[src/hdl/command_line_assembler_top_macros.svh]
// Assertion macros for the command line assembler RTL.
// Depends on nothing; included by cla_back, the module that carries assertions.
`ifndef COMMAND_LINE_ASSEMBLER_TOP_MACROS_SVH
`define COMMAND_LINE_ASSEMBLER_TOP_MACROS_SVH
`ifndef ASSERT_OFF
// Property that must hold at every clock edge outside reset.
`define CLA_ASSERT_ALWAYS(label, clk, rst_n, prop, msg) \
    label: assert property (@(posedge clk) disable iff (!rst_n) (prop)) else $error(msg);
// Same-cycle implication checked outside reset.
`define CLA_ASSERT_IMPLY(label, clk, rst_n, ante, cons, msg) \
    label: assert property (@(posedge clk) disable iff (!rst_n) (ante) |-> (cons)) \
        else $error(msg);
`else
`define CLA_ASSERT_ALWAYS(label, clk, rst_n, prop, msg)
`define CLA_ASSERT_IMPLY(label, clk, rst_n, ante, cons, msg)
`endif
`endif

[src/hdl/cla_pkg.sv]
// Shared types, codes and sizes of the command line assembler.
// Depends on nothing; used by every module of the block.
package cla_pkg;

    localparam int LINE_CHARS  = 32;
    localparam int MAX_RESULTS = 32;
    localparam int IDX_W       = $clog2(LINE_CHARS);
    localparam int LEN_W       = $clog2(LINE_CHARS + 1);

    localparam int OP_W        = 2;
    localparam int BYTE_W      = 8;
    localparam int CAP_W       = 8;
    localparam int KIND_W      = 2;
    localparam int CHAR_W      = 7;
    localparam int CHAR_IDX_W  = 5;
    localparam int LINE_LEN_W  = 6;
    localparam int LIM_W       = CAP_W + 1;

    localparam logic [OP_W-1:0] OP_BYTE  = 2'd0;
    localparam logic [OP_W-1:0] OP_TAKE  = 2'd1;
    localparam logic [OP_W-1:0] OP_FLUSH = 2'd2;

    localparam logic [KIND_W-1:0] KIND_ACK    = 2'd0;
    localparam logic [KIND_W-1:0] KIND_CHAR   = 2'd1;
    localparam logic [KIND_W-1:0] KIND_NO_CMD = 2'd2;

    localparam logic [BYTE_W-1:0] CH_BS    = 8'h08;
    localparam logic [BYTE_W-1:0] CH_LF    = 8'h0A;
    localparam logic [BYTE_W-1:0] CH_CR    = 8'h0D;
    localparam logic [BYTE_W-1:0] CH_SPACE = 8'h20;
    localparam logic [BYTE_W-1:0] CH_DEL   = 8'h7F;

    localparam int QUEUE_DEPTH = 2;
    localparam int QPTR_W      = 1;
    localparam int QCNT_W      = 2;

    typedef struct packed {
        logic [OP_W-1:0]   operation;
        logic [BYTE_W-1:0] rx_byte;
        logic [CAP_W-1:0]  capacity;
    } req_word_t;

    typedef struct packed {
        logic [KIND_W-1:0]     kind;
        logic [CHAR_W-1:0]     char_value;
        logic [CHAR_IDX_W-1:0] char_index;
        logic [LINE_LEN_W-1:0] line_length;
        logic                  line_pending;
        logic                  last;
    } rsp_word_t;

    typedef enum logic [2:0] {
        CMD_IGNORE,
        CMD_PRINT,
        CMD_ERASE,
        CMD_EOL,
        CMD_TAKE,
        CMD_FLUSH
    } cmd_code_t;

    typedef struct packed {
        cmd_code_t         code;
        logic [CHAR_W-1:0] ch;
        logic [CAP_W-1:0]  capacity;
    } cmd_t;

endpackage

[src/hdl/cla_front.sv]
// Front end: accepts request words and classifies them into commands.
// Depends on cla_pkg; feeds cla_queue.
module cla_front (
    input  logic                 req_valid,
    output logic                 req_stall,
    input  cla_pkg::req_word_t   req_word,
    output logic                 push_valid,
    input  logic                 queue_full,
    output cla_pkg::cmd_t        push_cmd
);

    cla_pkg::cmd_code_t code;

    always_comb
    begin
        code = cla_pkg::CMD_IGNORE;
        case (req_word.operation)
            cla_pkg::OP_BYTE:
            begin
                if (req_word.rx_byte == cla_pkg::CH_CR || req_word.rx_byte == cla_pkg::CH_LF)
                begin
                    code = cla_pkg::CMD_EOL;
                end
                else if (req_word.rx_byte == cla_pkg::CH_BS ||
                         req_word.rx_byte == cla_pkg::CH_DEL)
                begin
                    code = cla_pkg::CMD_ERASE;
                end
                else if (req_word.rx_byte >= cla_pkg::CH_SPACE &&
                         req_word.rx_byte < cla_pkg::CH_DEL)
                begin
                    code = cla_pkg::CMD_PRINT;
                end
            end
            cla_pkg::OP_TAKE:  code = cla_pkg::CMD_TAKE;
            cla_pkg::OP_FLUSH: code = cla_pkg::CMD_FLUSH;
            default:           code = cla_pkg::CMD_IGNORE;
        endcase
    end

    assign push_cmd.code     = code;
    assign push_cmd.ch       = req_word.rx_byte[cla_pkg::CHAR_W-1:0];
    assign push_cmd.capacity = req_word.capacity;
    assign push_valid        = req_valid;
    assign req_stall         = queue_full;

endmodule

[src/hdl/cla_queue.sv]
// Two-entry command queue between the front end and the back end.
// Depends on cla_pkg.
module cla_queue (
    input  logic            clk,
    input  logic            rst_n,
    input  logic            push_valid,
    input  cla_pkg::cmd_t   push_cmd,
    output logic            full,
    output logic            pop_valid,
    input  logic            pop,
    output cla_pkg::cmd_t   pop_cmd
);

    cla_pkg::cmd_t                entry_reg [cla_pkg::QUEUE_DEPTH];
    logic [cla_pkg::QPTR_W-1:0]   head_reg;
    logic [cla_pkg::QPTR_W-1:0]   head_next;
    logic [cla_pkg::QPTR_W-1:0]   tail_reg;
    logic [cla_pkg::QPTR_W-1:0]   tail_next;
    logic [cla_pkg::QCNT_W-1:0]   count_reg;
    logic [cla_pkg::QCNT_W-1:0]   count_next;
    logic                         do_push;
    logic                         do_pop;

    assign full      = (count_reg == cla_pkg::QCNT_W'(cla_pkg::QUEUE_DEPTH));
    assign pop_valid = (count_reg != '0);
    assign pop_cmd   = entry_reg[head_reg];
    assign do_push   = push_valid && !full;
    assign do_pop    = pop && pop_valid;

    always_comb
    begin
        head_next  = do_pop  ? head_reg + cla_pkg::QPTR_W'(1) : head_reg;
        tail_next  = do_push ? tail_reg + cla_pkg::QPTR_W'(1) : tail_reg;
        count_next = count_reg + cla_pkg::QCNT_W'(do_push) - cla_pkg::QCNT_W'(do_pop);
    end

    always_ff @(posedge clk or negedge rst_n)
    begin
        if (!rst_n)
        begin
            head_reg  <= '0;
            tail_reg  <= '0;
            count_reg <= '0;
        end
        else
        begin
            head_reg  <= head_next;
            tail_reg  <= tail_next;
            count_reg <= count_next;
        end
    end

    always_ff @(posedge clk)
    begin
        if (do_push)
        begin
            entry_reg[tail_reg] <= push_cmd;
        end
    end

endmodule

[src/hdl/cla_back.sv]
// Back end: owns the line store and line state, executes commands and
// drives the response register. Depends on cla_pkg and the macro header.
`include "command_line_assembler_top_macros.svh"
module cla_back (
    input  logic                clk,
    input  logic                rst_n,
    input  logic                cmd_valid,
    input  cla_pkg::cmd_t       cmd,
    output logic                cmd_pop,
    output logic                rsp_valid,
    input  logic                rsp_stall,
    output cla_pkg::rsp_word_t  rsp_word
);

    typedef enum logic {
        ST_IDLE,
        ST_TAKE
    } state_t;

    state_t                       state_reg;
    state_t                       state_next;
    logic [cla_pkg::LEN_W-1:0]    len_reg;
    logic [cla_pkg::LEN_W-1:0]    len_next;
    logic                         pend_reg;
    logic                         pend_next;
    logic [cla_pkg::IDX_W-1:0]    idx_reg;
    logic [cla_pkg::IDX_W-1:0]    idx_next;
    logic [cla_pkg::LEN_W-1:0]    tlen_reg;
    logic [cla_pkg::LEN_W-1:0]    tlen_next;
    logic                         out_valid_reg;
    logic                         out_valid_next;
    cla_pkg::rsp_word_t           out_word_reg;
    cla_pkg::rsp_word_t           out_word_next;

    logic [cla_pkg::CHAR_W-1:0]   mem [cla_pkg::LINE_CHARS];
    logic [cla_pkg::CHAR_W-1:0]   rd_data_reg;
    logic [cla_pkg::IDX_W-1:0]    rd_addr;
    logic                         wr_en;

    logic                         can_load;
    logic [cla_pkg::CAP_W-1:0]    cap_m1;
    logic [cla_pkg::LIM_W-1:0]    lim;
    logic [cla_pkg::LEN_W-1:0]    take_len;
    logic [cla_pkg::LEN_W-1:0]    idx_plus;

    assign can_load = !out_valid_reg || !rsp_stall;
    assign idx_plus = cla_pkg::LEN_W'(idx_reg) + cla_pkg::LEN_W'(1);

    // Characters delivered by a take: stored length clamped to capacity - 1.
    always_comb
    begin
        cap_m1 = cmd.capacity - cla_pkg::CAP_W'(1);
        lim    = {1'b0, cap_m1};
        if (lim > cla_pkg::LIM_W'(cla_pkg::MAX_RESULTS))
        begin
            lim = cla_pkg::LIM_W'(cla_pkg::MAX_RESULTS);
        end
        if (lim > cla_pkg::LIM_W'(cla_pkg::LINE_CHARS))
        begin
            lim = cla_pkg::LIM_W'(cla_pkg::LINE_CHARS);
        end
        take_len = (cla_pkg::LIM_W'(len_reg) < lim) ? len_reg : cla_pkg::LEN_W'(lim);
    end

    always_comb
    begin
        state_next     = state_reg;
        len_next       = len_reg;
        pend_next      = pend_reg;
        idx_next       = idx_reg;
        tlen_next      = tlen_reg;
        out_valid_next = rsp_stall ? out_valid_reg : 1'b0;
        out_word_next  = out_word_reg;
        cmd_pop        = 1'b0;
        wr_en          = 1'b0;
        rd_addr        = '0;

        case (state_reg)
            ST_IDLE:
            begin
                if (cmd_valid && can_load)
                begin
                    cmd_pop = 1'b1;
                    case (cmd.code)
                        cla_pkg::CMD_PRINT:
                        begin
                            if (!pend_reg && len_reg < cla_pkg::LEN_W'(cla_pkg::LINE_CHARS))
                            begin
                                wr_en    = 1'b1;
                                len_next = len_reg + cla_pkg::LEN_W'(1);
                            end
                        end
                        cla_pkg::CMD_ERASE:
                        begin
                            if (!pend_reg && len_reg != '0)
                            begin
                                len_next = len_reg - cla_pkg::LEN_W'(1);
                            end
                        end
                        cla_pkg::CMD_EOL:
                        begin
                            if (!pend_reg && len_reg != '0)
                            begin
                                pend_next = 1'b1;
                            end
                        end
                        cla_pkg::CMD_FLUSH:
                        begin
                            len_next  = '0;
                            pend_next = 1'b0;
                        end
                        cla_pkg::CMD_TAKE:
                        begin
                            if (cmd.capacity != '0 && pend_reg)
                            begin
                                len_next  = '0;
                                pend_next = 1'b0;
                                if (take_len != '0)
                                begin
                                    state_next = ST_TAKE;
                                    idx_next   = '0;
                                    tlen_next  = take_len;
                                end
                            end
                        end
                        default:
                        begin
                        end
                    endcase

                    // Every command but a take that starts a walk answers at once.
                    if (state_next == ST_IDLE)
                    begin
                        out_valid_next            = 1'b1;
                        out_word_next.char_value  = '0;
                        out_word_next.char_index  = '0;
                        out_word_next.line_pending = pend_next;
                        out_word_next.last        = 1'b1;
                        if (cmd.code == cla_pkg::CMD_TAKE)
                        begin
                            out_word_next.kind        = cla_pkg::KIND_NO_CMD;
                            out_word_next.line_length = '0;
                        end
                        else
                        begin
                            out_word_next.kind        = cla_pkg::KIND_ACK;
                            out_word_next.line_length = cla_pkg::LINE_LEN_W'(len_next);
                        end
                    end
                end
            end
            ST_TAKE:
            begin
                rd_addr = idx_reg;
                if (can_load)
                begin
                    rd_addr                    = idx_reg + cla_pkg::IDX_W'(1);
                    idx_next                   = idx_reg + cla_pkg::IDX_W'(1);
                    out_valid_next             = 1'b1;
                    out_word_next.kind         = cla_pkg::KIND_CHAR;
                    out_word_next.char_value   = rd_data_reg;
                    out_word_next.char_index   = cla_pkg::CHAR_IDX_W'(idx_reg);
                    out_word_next.line_length  = cla_pkg::LINE_LEN_W'(tlen_reg);
                    out_word_next.line_pending = 1'b0;
                    out_word_next.last         = (idx_plus == tlen_reg);
                    if (idx_plus == tlen_reg)
                    begin
                        state_next = ST_IDLE;
                    end
                end
            end
            default:
            begin
                state_next = ST_IDLE;
            end
        endcase
    end

    always_ff @(posedge clk or negedge rst_n)
    begin
        if (!rst_n)
        begin
            state_reg     <= ST_IDLE;
            len_reg       <= '0;
            pend_reg      <= 1'b0;
            idx_reg       <= '0;
            tlen_reg      <= '0;
            out_valid_reg <= 1'b0;
            out_word_reg  <= '0;
        end
        else
        begin
            state_reg     <= state_next;
            len_reg       <= len_next;
            pend_reg      <= pend_next;
            idx_reg       <= idx_next;
            tlen_reg      <= tlen_next;
            out_valid_reg <= out_valid_next;
            out_word_reg  <= out_word_next;
        end
    end

    // Line store: one write port at the fill position, one registered read port.
    always_ff @(posedge clk)
    begin
        if (wr_en)
        begin
            mem[len_reg[cla_pkg::IDX_W-1:0]] <= cmd.ch;
        end
        rd_data_reg <= mem[rd_addr];
    end

    assign rsp_valid = out_valid_reg;
    assign rsp_word  = out_word_reg;

    `CLA_ASSERT_ALWAYS(a_len_bound, clk, rst_n, len_reg <= cla_pkg::LEN_W'(cla_pkg::LINE_CHARS), "stored length exceeds line size")
    `CLA_ASSERT_IMPLY(a_pend_nonempty, clk, rst_n, pend_reg, len_reg != '0, "pending line is empty")
    `CLA_ASSERT_IMPLY(a_walk_in_range, clk, rst_n, state_reg == ST_TAKE, (cla_pkg::LEN_W'(idx_reg) < tlen_reg) && !pend_reg, "take walk out of range")
    `CLA_ASSERT_IMPLY(a_no_pop_in_walk, clk, rst_n, state_reg == ST_TAKE, !cmd_pop, "command popped during take walk")

endmodule

[src/hdl/command_line_assembler_top.sv]
// Top level of the command line assembler.
// Depends on cla_pkg, cla_front, cla_queue and cla_back.
//
// The block builds a command line from received serial bytes and hands a
// finished line out one character per response word. A request word carries
// an operation (received byte, take pending command, flush line), the byte
// and, for a take, the caller's buffer capacity including its terminator.
// Printable bytes are appended while there is room, backspace or DEL erase
// one character, and CR or LF close a non-empty line and mark it pending;
// while a line is pending every received byte is ignored. Each request word
// is first classified by the front end and parked in a two-entry command
// queue, so the request side keeps moving while the back end is busy or the
// response side stalls, until the queue is full. The back end executes one
// command per cycle while it is not walking a take and the response side
// does not stall: a byte, flush or unknown operation gives one acknowledge
// word with the resulting length and pending flag, and an empty or refused
// take gives one no-command word. A take with characters first primes the
// line store's registered read port and then emits one character word per
// cycle while the response side does not stall, up to 32, the last one
// flagged, and takes no new command meanwhile. The line store needs no
// clearing pass after reset: only entries below the stored length are used.
module command_line_assembler_top (
    input  logic                clk,
    input  logic                rst_n,
    input  logic                req_valid,
    output logic                req_stall,
    input  cla_pkg::req_word_t  req_word,
    output logic                rsp_valid,
    input  logic                rsp_stall,
    output cla_pkg::rsp_word_t  rsp_word
);

    // Classified command travelling from front end to queue.
    logic           push_valid;
    logic           queue_full;
    cla_pkg::cmd_t  push_cmd;

    // Queue head as seen by the back end.
    logic           cmd_valid;
    logic           cmd_pop;
    cla_pkg::cmd_t  cmd;

    cla_front u_front (
        .req_valid  (req_valid),
        .req_stall  (req_stall),
        .req_word   (req_word),
        .push_valid (push_valid),
        .queue_full (queue_full),
        .push_cmd   (push_cmd)
    );

    cla_queue u_queue (
        .clk        (clk),
        .rst_n      (rst_n),
        .push_valid (push_valid),
        .push_cmd   (push_cmd),
        .full       (queue_full),
        .pop_valid  (cmd_valid),
        .pop        (cmd_pop),
        .pop_cmd    (cmd)
    );

    // The back end holds all line state, so command order is kept exactly.
    cla_back u_back (
        .clk        (clk),
        .rst_n      (rst_n),
        .cmd_valid  (cmd_valid),
        .cmd        (cmd),
        .cmd_pop    (cmd_pop),
        .rsp_valid  (rsp_valid),
        .rsp_stall  (rsp_stall),
        .rsp_word   (rsp_word)
    );

endmodule
[config.mk]
export PLATFORM = sky130hd
export DESIGN_NAME = command_line_assembler_top
export DESIGN_NICKNAME = d
export VERILOG_FILES = /design/src/hdl/cla_pkg.sv /design/src/hdl/cla_front.sv /design/src/hdl/cla_queue.sv /design/src/hdl/cla_back.sv /design/src/hdl/command_line_assembler_top.sv
export VERILOG_INCLUDE_DIRS = /design/src /design/src/hdl
export SDC_FILE = /design/constraint.sdc
export NUM_CORES = 1
export LEC_CHECK = 0
export BUFFER_PORTS_ARGS = -buffer_cell sky130_fd_sc_hd__buf_2
export CAP_MARGIN = 20
export CORE_MARGIN = 2
export CORE_UTILIZATION = 30
export CTS_CLUSTER_SIZE = 28
export DETAILED_ROUTE_END_ITERATION = 8
export HOLD_SLACK_MARGIN = 0.03
export PLACE_DENSITY = 0.53
export SYNTH_ARGS = -nofsm -noshare
export SYNTH_HDL_FRONTEND = slang
export SYNTH_SLANG_ARGS = --single-unit
[constraint.sdc]
create_clock -name clk -period 5.4 [get_ports clk]
set_input_delay 0.27 -clock clk [delete_from_list [all_inputs] [get_ports clk]]
set_output_delay 0.27 -clock clk [all_outputs]
set_load 0.02 [all_outputs]
==> metrics.md, run 1 <==
| Metric | Value |
|---|---|
| Sw Pwr | 2650 µW |
| Post-Route Skew | 0.0200 ns |
| Postcts setup bufs | 0 |
| Largest net degree at the start of global routing | 47 |
| Routed length per instance | 20.2 µm |
| Setup violators final | 0 |
| CP Launch Point | u_queue.head_reg |
| WP data arrival | 5.17 ns |
| Run status | finished, final reports clean |
| Max FFs per register | 224 |
| Ys Warns | 0 |
| Hold Crit Class | in -> reg |
| RSZ-0062 raised after global routing | no |
| IO Count | 46 |
| Setup TNS | 0 ns |
| Crit path buffers/inverters | 2 |
| Vias | about 7,300 |
| Synth area leaders | edfxtp_1 (58%), mux4_2 (12%), dfrtp_1 (8.6%) |
| Final HPWL DP | 20.2 mm |
| Antenna viol nets, final | 0 |
| H-Tree Depth | 2 |
| Worst reg2reg path depth | 16 |
| Flops & latches, synth | 313 |
| Initial antenna violation count | 0 |
| Clock sink count | ~310 |
| Crit-path cells | buf_4 > mux2i_1 > ha_1 > o221ai_1 > xnor2_1 > o211ai_4 > inv_2 > nand2_1 > ha_1 > a21oi_1 > nand2_1 > a311oi_1 > o41a_1 > o311ai_4 > a21oi_2 > mux2_4 |
| Largest stage delay, worst path | 0.63 ns |
| Leading cell types in the layout, fill and taps excluded | edfxtp_1 (260), mux4_2 (70), nor2_1 (65) |
| Post-synth top flop | edfxtp_1 |
| Slew Limit Fails | 0 |
| Yosys top cell by area | edfxtp_1 |
| Tcrit/Tclk final | 0.887 |
| Crit path max fanout | 17 |
| Seq/Total Area, Yosys | 0.677 |
| Final Power | a little over 8000 µW |
| CORE AREA | 0.0442 mm² |
| Global-route wire length before repair | between 40 and 50 mm |
| EDFF count, synth | between 200 and 300 |
| Mapped Area | between 0.01 and 0.015 mm² |
| Worst-Margin Slew | 0.969 ns |
| Kind of critical path | reg -> reg |
| Max VDD drop | 198 µV |
| Num CTS Buffers | 34 |
| Total GRT Usage | 0.131 |
| Dpl cells | approximately 1,400 |
| DIE AREA | between 0.04 and 0.05 mm² |
| Commonest non-fill, non-tap cell in the layout | edfxtp_1 |
| Slew margin rel. | 0.353 |
| Clk slew on worst S/H paths | 0.06 ns |
| Starting Density | 0.304 |
| Netlist cell types | between 70 and 80 |
| R2r endpoint | u_back.rsp_word[6] |
| Max clock buf depth | 3 |
| Cell Pwr Density | between 500 and 600 mW/mm² |
| FMAX | ~210 MHz |
| Reg power frac | 0.405 |
| P_leak | approximately 0.0054 µW |
| Site Rows | 77 |
| Die Y | between 200 and 250 µm |
| Startpoint types | flip-flop |
| Final worst path period need | 4.79 ns |
| Final hold vios | 0 |
| Clock power share | 0.290 |
| Root Driver | clkbuf_16 |
| Sw Ratio | 0.324 |
| Internal power component | 5530 µW |
| RePlAce Congestion | 0.805 |
| CTS tree | built |
| Setup crit end kind | flip-flop |
| Share of synthesized registers carrying an async set or reset | 0.147 |
| Overflow after GRT | 0 |
| Hold Crit Depth | 3 |
| Syn Inst Count | 805 |
| Final Non-Filler Cells | around 1,500 |
| Crit path depth | 16 |
| Crit-path leading delay family | compound AO/OA/AOI/OAI gates |
| Area Overhead vs Synth | 16.1% |
| IO Port Bufs | between 40 and 50 |
| Die width | 216 µm |
| Pre-antenna DRT Iters | 5 |
| Yosys top cell area share | 0.581 |
| Drt first-iter violations | 571 |
| Post-Route Utilization | 0.353 |
| Quantity of gates resized following cts | 0 |
| Post-DP Area | 0.0143 mm² |
| Max Cap Viol | 0 |
| NumNets Final | 916 |
| Reg-to-reg slack, setup | 0.61 ns |
| Number of hold buffers added after cts | 16 |
| Comb pwr share | 0.304 |
| Vias in the first global route | 7,454 |
| Final wirelength | about 30 mm |
| CP endpoint | u_back.rsp_word[6] |
| Via density | 4.90 |
| Post-synthesis area per instance | between 15 and 20 µm² |
| Final Instance Area | 0.0156 mm² |
| Worst R2R Start | u_queue.head_reg |
| Ant. Diodes | 0 |
| Clock latency on the worst-skew pair | around 0.52 ns |
| Crit-path slowest cell | a21oi_2 |
| DRC Markers | 0 |
| Syn_nets | 843 |
| CP required | 5.78 ns |
| Share of cells above drive strength 1 | 0.232 |
power by group through the flow:
| stage | combinational, µW | sequential [µW] | clock, µW |
|---|---|---|---|
| after floorplan | 1770 | 3330 | 0 |
| after global placement | 2480 | 3360 | 0 |
| after detailed placement | 2500 | 3360 | 0 |
| after CTS | 2520 | 3310 | 2420 |
| after global routing | 2710 | 3350 | 2520 |
| final | 2490 | 3310 | 2370 |
area by class of cell:
type	instances	area, µm²
clock buffer	39	912
clock inverter	19	225
fill	4168	28600
inverter	20	75.1
multi-input combinational	437	4080
sequential	313	9100
tap	592	741
timing repair buffer	72	468
worst min path at each step:
stage                         start                end
final                     req_valid   u_queue.tail_reg
after global routing      req_valid   u_queue.tail_reg
after CTS                 req_valid   u_queue.tail_reg
after detailed placement      rst_n   u_queue.tail_reg
after global placement        rst_n   u_queue.head_reg
after floorplan               rst_n  u_back.idx_reg[0]
metal layers:
metal	part of all wire	GRT usage
met5	0	0
met4	0.021	0.0368
met3	0.038	0.0204
met2	0.46	0.202
met1	0.48	0.191
cell families (layout without fill, tap and decap cells):
group / count (synthesis) / in the layout / share of synthesized area
buf+inv: 55 / 150 / 0.0197
simple gates: 190 / 190 / 0.0683
xor+xnor: 20 / 20 / 0.0136
fa+ha+maj: 16 / 16 / 0.0149
mux: 102 / 102 / 0.145
flops: 313 / 313 / 0.677
compound gates: 109 / 109 / 0.0614
tightest hold or removal path: stages:
cell     delay [ns]
buf_2          0.10
nand2_1        0.10
xnor2_1        0.07
per-stage QoR:
step	worst slack, ns	hold slack, ns
global placement	0.764	0.409
finish	0.610	0.0763
CTS	0.590	0.0436
floorplan	0.500	-0.0256
detailed placement	0.632	0.409
global route	0.226	0.0934
cells in the mapped netlist (14+ instances only):
| cell type | number |
|---|---|
| nor3_1 | 14 |
| nand2_1 | 54 |
| edfxtp_1 | 260 |
| clkbuf_1 | 18 |
| ha_1 | 16 |
| a21oi_1 | 21 |
| mux4_2 | 70 |
| nor2_1 | 65 |
| a22o_1 | 15 |
| inv_1 | 18 |
| dfrtp_1 | 46 |
| o21ai_0 | 18 |
| mux2_2 | 14 |
No activity file was read; power rests on OpenSTA's default activity.
==> inputs of run 2 (changes only) <==
clock period = 5.1 ns   (was 5.4 ns; I/O delays follow)
==> metrics.md, run 2 (synthesis gave the netlist of run 1 again) <==
| Metric | Value |
|---|---|
| Pre-CTS setup slack | between 0.1 and 0.15 ns |
| Multi-input logic area | 0.00410 mm² |
| Crit path max fanout | 16 |
| Num CTS Buffers | 34 |
| Clock latency on the worst-skew pair | roughly 0.53 ns |
| Final worst path period need | 4.70 ns |
| Drt first-iter violations | 628 |
| CP required | 5.51 ns |
| Routed length per instance | 20.0 µm |
| Slew Limit Fails | 0 |
| Worst reg2reg path depth | 17 |
| Die width | 216 µm |
| Initial antenna violation count | 0 |
| Setup TNS | 0 ns |
| Crit path buffers/inverters | 3 |
| Internal power component | 5660 µW |
| Final HPWL DP | 19.8 mm |
| Crit-path slowest cell | dfrtp_2 |
| Vias | 7,278 |
| R2r endpoint | u_back.rsp_word[6] |
| IO Count | 46 |
| Total GRT Usage | 0.130 |
| Filler Cell Count | roughly 4,200 |
| Pre-antenna DRT Iters | 5 |
| Clock sink count | approximately 310 |
| Area Overhead vs Synth | 15.5% |
| Worst R2R Start | u_queue.head_reg |
| Crit-path cells | mux2_2 > inv_1 > ha_1 > o221ai_1 > xnor2_1 > o211ai_4 > inv_2 > nand2_1 > ha_1 > a21oi_1 > nand2_1 > a311oi_2 > o41a_1 > o311ai_4 > a21oi_4 > buf_4 > mux2_4 |
| IO Port Bufs | 45 |
| Tcrit/Tclk final | 0.921 |
| CTS tree | built |
| Share of cells above drive strength 1 | 0.235 |
| Commonest non-fill, non-tap cell in the layout | edfxtp_1 |
| Via density | just under 5 |
| Starting Density | 0.304 |
| H-Tree Depth | 2 |
| Post-Route Skew | 0.0317 ns |
| Kind of critical path | reg -> reg |
| RePlAce Congestion | 0.814 |
| Final wirelength | 29.9 mm |
| Hold Crit Depth | 3 |
| Run status | finished, final reports clean |
| Vias in the first global route | 7,359 |
| FMAX | around 210 MHz |
| Post-Route Utilization | 0.351 |
| Reg-to-reg slack, setup | about 0.4 ns |
| Max clock buf depth | 3 |
| Min-Delay Startpoint | rsp_stall |
| DIE AREA | 0.0465 mm² |
| Largest net degree at the start of global routing | between 50 and 60 |
| Worst setup slack after layout | 0.401 ns |
| Startpoint types | flip-flop |
| DRC Markers | 0 |
| WP data arrival | 5.10 ns |
| Slew margin rel. | 0.253 |
| Overflow after GRT | 0 |
| P_leak | 0.00537 µW |
| Max VDD drop | 260 µV |
| Leading cell types in the layout, fill and taps excluded | edfxtp_1 (260), mux4_2 (70), nor2_1 (65) |
| Clock power share | 0.276 |
| Postcts setup bufs | 0 |
| Setup violators final | 0 |
| Hold endpoint | u_back.rsp_valid |
| CORE AREA | 0.0442 mm² |
| Clk slew on worst S/H paths | ~0.06 ns |
| Reg power frac | 0.416 |
| Ant. Diodes | 0 |
| Sw Pwr | 2810 µW |
| Sw Ratio | 0.332 |
| Site Rows | 77 |
| Global-route wire length before repair | approximately 46 mm |
| Antenna viol nets, final | 0 |
| Worst-Margin Slew | 1.12 ns |
| Setup crit end kind | flip-flop |
| Final hold vios | 0 |
| RSZ-0062 raised after global routing | no |
| Max Cap Viol | 0 |
| Die Y | 216 µm |
| Reg area | 0.00910 mm² |
| Comb pwr share | 0.309 |
| Cell Pwr Density | roughly 550 mW/mm² |
| NumNets Final | 914 |
| Largest stage delay, worst path | 0.48 ns |
| Max FFs per register | 224 |
| Hold Crit Class | in -> reg |
| Root Driver | clkbuf_16 |
| Crit-path leading delay family | compound AO/OA/AOI/OAI gates |
==> run 2: worst max-delay path by stage <==
stage / cells past startpoint / from / slack [ns] / endpoint
floorplan: 17 / u_queue.head_reg / 0.20 / u_back.tlen_reg[4]
global placement: 17 / u_queue.head_reg / 0.23 / u_back.rsp_word[2]
detailed placement: 17 / u_queue.head_reg / 0.14 / u_back.rsp_word[6]
CTS: 17 / u_queue.head_reg / 0.08 / u_back.rsp_word[6]
global route: 17 / u_queue.head_reg / 0.03 / u_back.rsp_word[3]
finish: 17 / u_queue.head_reg / 0.40 / u_back.rsp_word[6]
==> run 2: metrics by stage <==
stage	cells	area (µm²)	hold slack (ns)	power, µW
6_report	1494	15500	0.118	8470
2_1_floorplan	805	13400	-0.0406	5390
5_1_grt	1494	15500	0.138	8920
3_3_place_gp	1415	14300	0.394	6180
3_5_place_dp	1415	14300	0.392	6200
4_1_cts	1494	15500	0.105	8560
==> run 2: worst register-to-register path, stage by stage (launching register included) <==
cell and delay [ns]:
dfrtp_2 0.48, mux2_2 0.41, inv_1 0.09, ha_1 0.27
o221ai_1 0.18, xnor2_1 0.34, o211ai_4 0.18, inv_2 0.17
nand2_1 0.10, ha_1 0.33, a21oi_1 0.15, nand2_1 0.09
a311oi_2 0.44, o41a_1 0.29, o311ai_4 0.15, a21oi_4 0.30
buf_4 0.28, mux2_4 0.33
==> run 2: per-layer routing <==
layer / GRT usage / wire length (µm)
met5: 0 / 0
met4: 0.0343 / 595
met3: 0.0202 / 1160
met2: 0.198 / 13600
met1: 0.192 / 14500
==> run 2: area by class of cell <==
class,count,area share
sequential,313,0.586
multi-input combinational,437,0.264
clock buffer,42,0.0568
tap,592,0.0477
timing repair buffer,70,0.0293
clock inverter,20,0.0110
inverter,20,0.00484
==> run 2: power by group through the flow <==
stage	clock (µW)	combinational, µW	sequential (µW)
6_report	2330	2610	3520
5_1_grt	2500	2870	3560
4_1_cts	2400	2650	3520
3_5_place_dp	0	2620	3570
3_3_place_gp	0	2610	3570
2_1_floorplan	0	1870	3520
==> run 2: what timing repair did <==
action,in CTS,in global routing
setup endpoints to repair,0,21
endpoints found under the hold margin,77,0
hold buffers,17,0
gates resized for setup,0,4
==> inputs of run 3 (changes only) <==
--- a/config.mk
+++ b/config.mk
@@ -8,3 +8,3 @@
 export LEC_CHECK = 0
-export BUFFER_PORTS_ARGS = -buffer_cell sky130_fd_sc_hd__buf_2
+export BUFFER_PORTS_ARGS = -buffer_cell sky130_fd_sc_hd__buf_4
 export CAP_MARGIN = 20
@@ -15,3 +15,2 @@
 export HOLD_SLACK_MARGIN = 0.03
-export PLACE_DENSITY = 0.53
 export SYNTH_ARGS = -nofsm -noshare
==> constraint.sdc (replaced) <==
create_clock -name clk -period 5.1 [get_ports clk]
set_input_delay 1.02 -clock clk [delete_from_list [all_inputs] [get_ports clk]]
set_output_delay 1.02 -clock clk [all_outputs]
set_load 0.02 [all_outputs]
==> metrics.md, run 3 (synthesis gave the netlist of run 1 again) <==
| Metric | Value |
|---|---|
| Run status | finished, final reports clean |
| Hold Crit Class | reg -> reg |
| Max Cap Viol | 0 |
| Post-Route Skew | 0.0213 ns |
| Max VDD drop | 266 µV |
| NumNets Final | 895 |
| Final wirelength | between 20 and 30 mm |
| Max FFs per register | ~220 |
| Starting Density | 0.304 |
| Initial antenna violation count | 0 |
| Tcrit/Tclk final | 0.916 |
| Setup crit end kind | flip-flop |
| DIE AREA | 0.0465 mm² |
| Clk slew on worst S/H paths | 0.06 ns |
| Sw Ratio | 0.321 |
| Via density | about 4.9 |
| Reg power frac | 0.416 |
| Crit path max fanout | 8 |
| Vias in the first global route | 7,343 |
| Overflow after GRT | 0 |
| Total GRT Usage | 0.124 |
| Filler Cell Count | around 4,200 |
| CP required | 5.54 ns |
| Setup violators final | 0 |
| Hold Crit Depth | 1 |
| P_leak | 0.00533 µW |
| RePlAce Congestion | around 0.86 |
| Slew Limit Fails | 0 |
| Final Non-Filler Cells | 1,472 |
| Num CTS Buffers | 31 |
| Sw Pwr | 2720 µW |
| Startpoint types | flip-flop |
| Min Hold Slack | 0.455 ns |
| Worst-Margin Slew | approximately 1.1 ns |
| Vias | between 7,000 and 8,000 |
| IO Count | 46 |
| Slew margin rel. | 0.270 |
| Dpl cells | ~1,400 |
| Global-route wire length before repair | 44.7 mm |
| Reg area | about 0.0091 mm² |
| Internal power component | 5740 µW |
| Worst reg2reg path depth | 16 |
| WP data arrival | approximately 5.1 ns |
| Final worst path period need | between 4 and 5 ns |
| Clock power share | 0.273 |
| Post-DP Area | 0.0144 mm² |
| CORE AREA | 0.0442 mm² |
| Routed length per instance | 19.5 µm |
| Site Rows | 77 |
| Die Y | approximately 220 µm |
| Final Instance Area | 0.0155 mm² |
| Share of cells above drive strength 1 | 0.235 |
| RSZ-0062 raised after global routing | no |
| Final hold vios | 0 |
| Leading cell types in the layout, fill and taps excluded | edfxtp_1 (260), mux4_2 (70), nor2_1 (65) |
| CTS tree | built |
| Clock latency on the worst-skew pair | about 0.56 ns |
| Post-Route Utilization | 0.350 |
| H-Tree Depth | 1 |
| Root Driver | clkbuf_16 |
| Max clock buf depth | 3 |
| Setup TNS | 0 ns |
| Kind of critical path | reg -> reg |
| Multi-input logic area | between 0.004 and 0.005 mm² |
| Ant. Diodes | 0 |
| Cell Pwr Density | 547 mW/mm² |
| Commonest non-fill, non-tap cell in the layout | edfxtp_1 |
| DRC Markers | 0 |
| Pre-antenna DRT Iters | 5 |
| Die width | 216 µm |
| IO Port Bufs | 45 |
| Drt first-iter violations | 662 |
| Comb pwr share | 0.311 |
| FMAX | 214 MHz |
| Final HPWL DP | around 19 mm |
| Antenna viol nets, final | 0 |
| Largest net degree at the start of global routing | 47 |
| Clock sink count | 313 |
| Area Overhead vs Synth | 15.1% |
==> run 3: worst paths after layout <==
| path | from | to | slack [ns] |
|---|---|---|---|
| hold / removal | u_back.rd_data_reg[6] | u_back.rsp_word[19] | 0.45 |
| hold reg to reg | u_back.rd_data_reg[6] | u_back.rsp_word[19] | 0.45 |
| min in group asynchronous | rst_n | u_queue.tail_reg | 0.46 |
| max in group asynchronous | rst_n | u_back.rsp_word[17] | 4.20 |
| setup reg to reg | u_queue.head_reg | u_back.tlen_reg[5] | 0.43 |
| setup / recovery | u_queue.head_reg | u_back.tlen_reg[5] | 0.43 |
==> run 3: what timing repair did <==
item / CTS / global route
buffers inserted: 0 / 0
resized for setup: 0 / 2
hold buffers: 0 / 0
setup endpoints to repair: 0 / 22
==> run 3: area by class of cell <==
type | instances | share of cell area
repair buffers | 54 | 0.0270
well taps | 592 | 0.0479
clock inverters | 14 | 0.0110
clock buffers | 42 | 0.0561
inverters | 20 | 0.00486
flip-flops and latches | 313 | 0.588
multi-input cells | 437 | 0.265
==> run 3: metrics by stage <==
stage | power [µW] | setup WS (ns)
2_1_floorplan | 5390 | 0.200
3_3_place_gp | 6170 | 0.300
3_5_place_dp | 6210 | 0.0978
4_1_cts | 8520 | 0.0763
5_1_grt | 8900 | 0.0900
6_report | 8460 | 0.428
==> run 3: critical path: stages, from the launching register on <==
cell and delay, ns:
dfrtp_1 0.53, mux2_2 0.44, inv_1 0.10, ha_1 0.28, o221ai_1 0.18, xnor2_1 0.32
o211ai_4 0.17, inv_2 0.16, nand2_1 0.11, ha_1 0.34, a21oi_1 0.14, nand2_1 0.08
a311oi_2 0.44, o41a_1 0.30, o311ai_4 0.15, nor2_1 0.43, mux2_2 0.39
==> run 3: power by group through the flow <==
| stage | sequential [µW] | clock, µW | combinational [µW] |
|---|---|---|---|
| after floorplan | 3520 | 0 | 1870 |
| after global placement | 3560 | 0 | 2600 |
| after detailed placement | 3570 | 0 | 2640 |
| after CTS | 3520 | 2360 | 2650 |
| after global routing | 3560 | 2460 | 2880 |
| final | 3520 | 2310 | 2630 |
==> run 3: metal layers <==
metal  up-vias  global-route usage  part of all wire
li1       3290                   -                 -
met1      3662               0.182              0.47
met2       199               0.189              0.45
met3        30              0.0204             0.056
met4         0              0.0324             0.016
met5         -                   0                 0
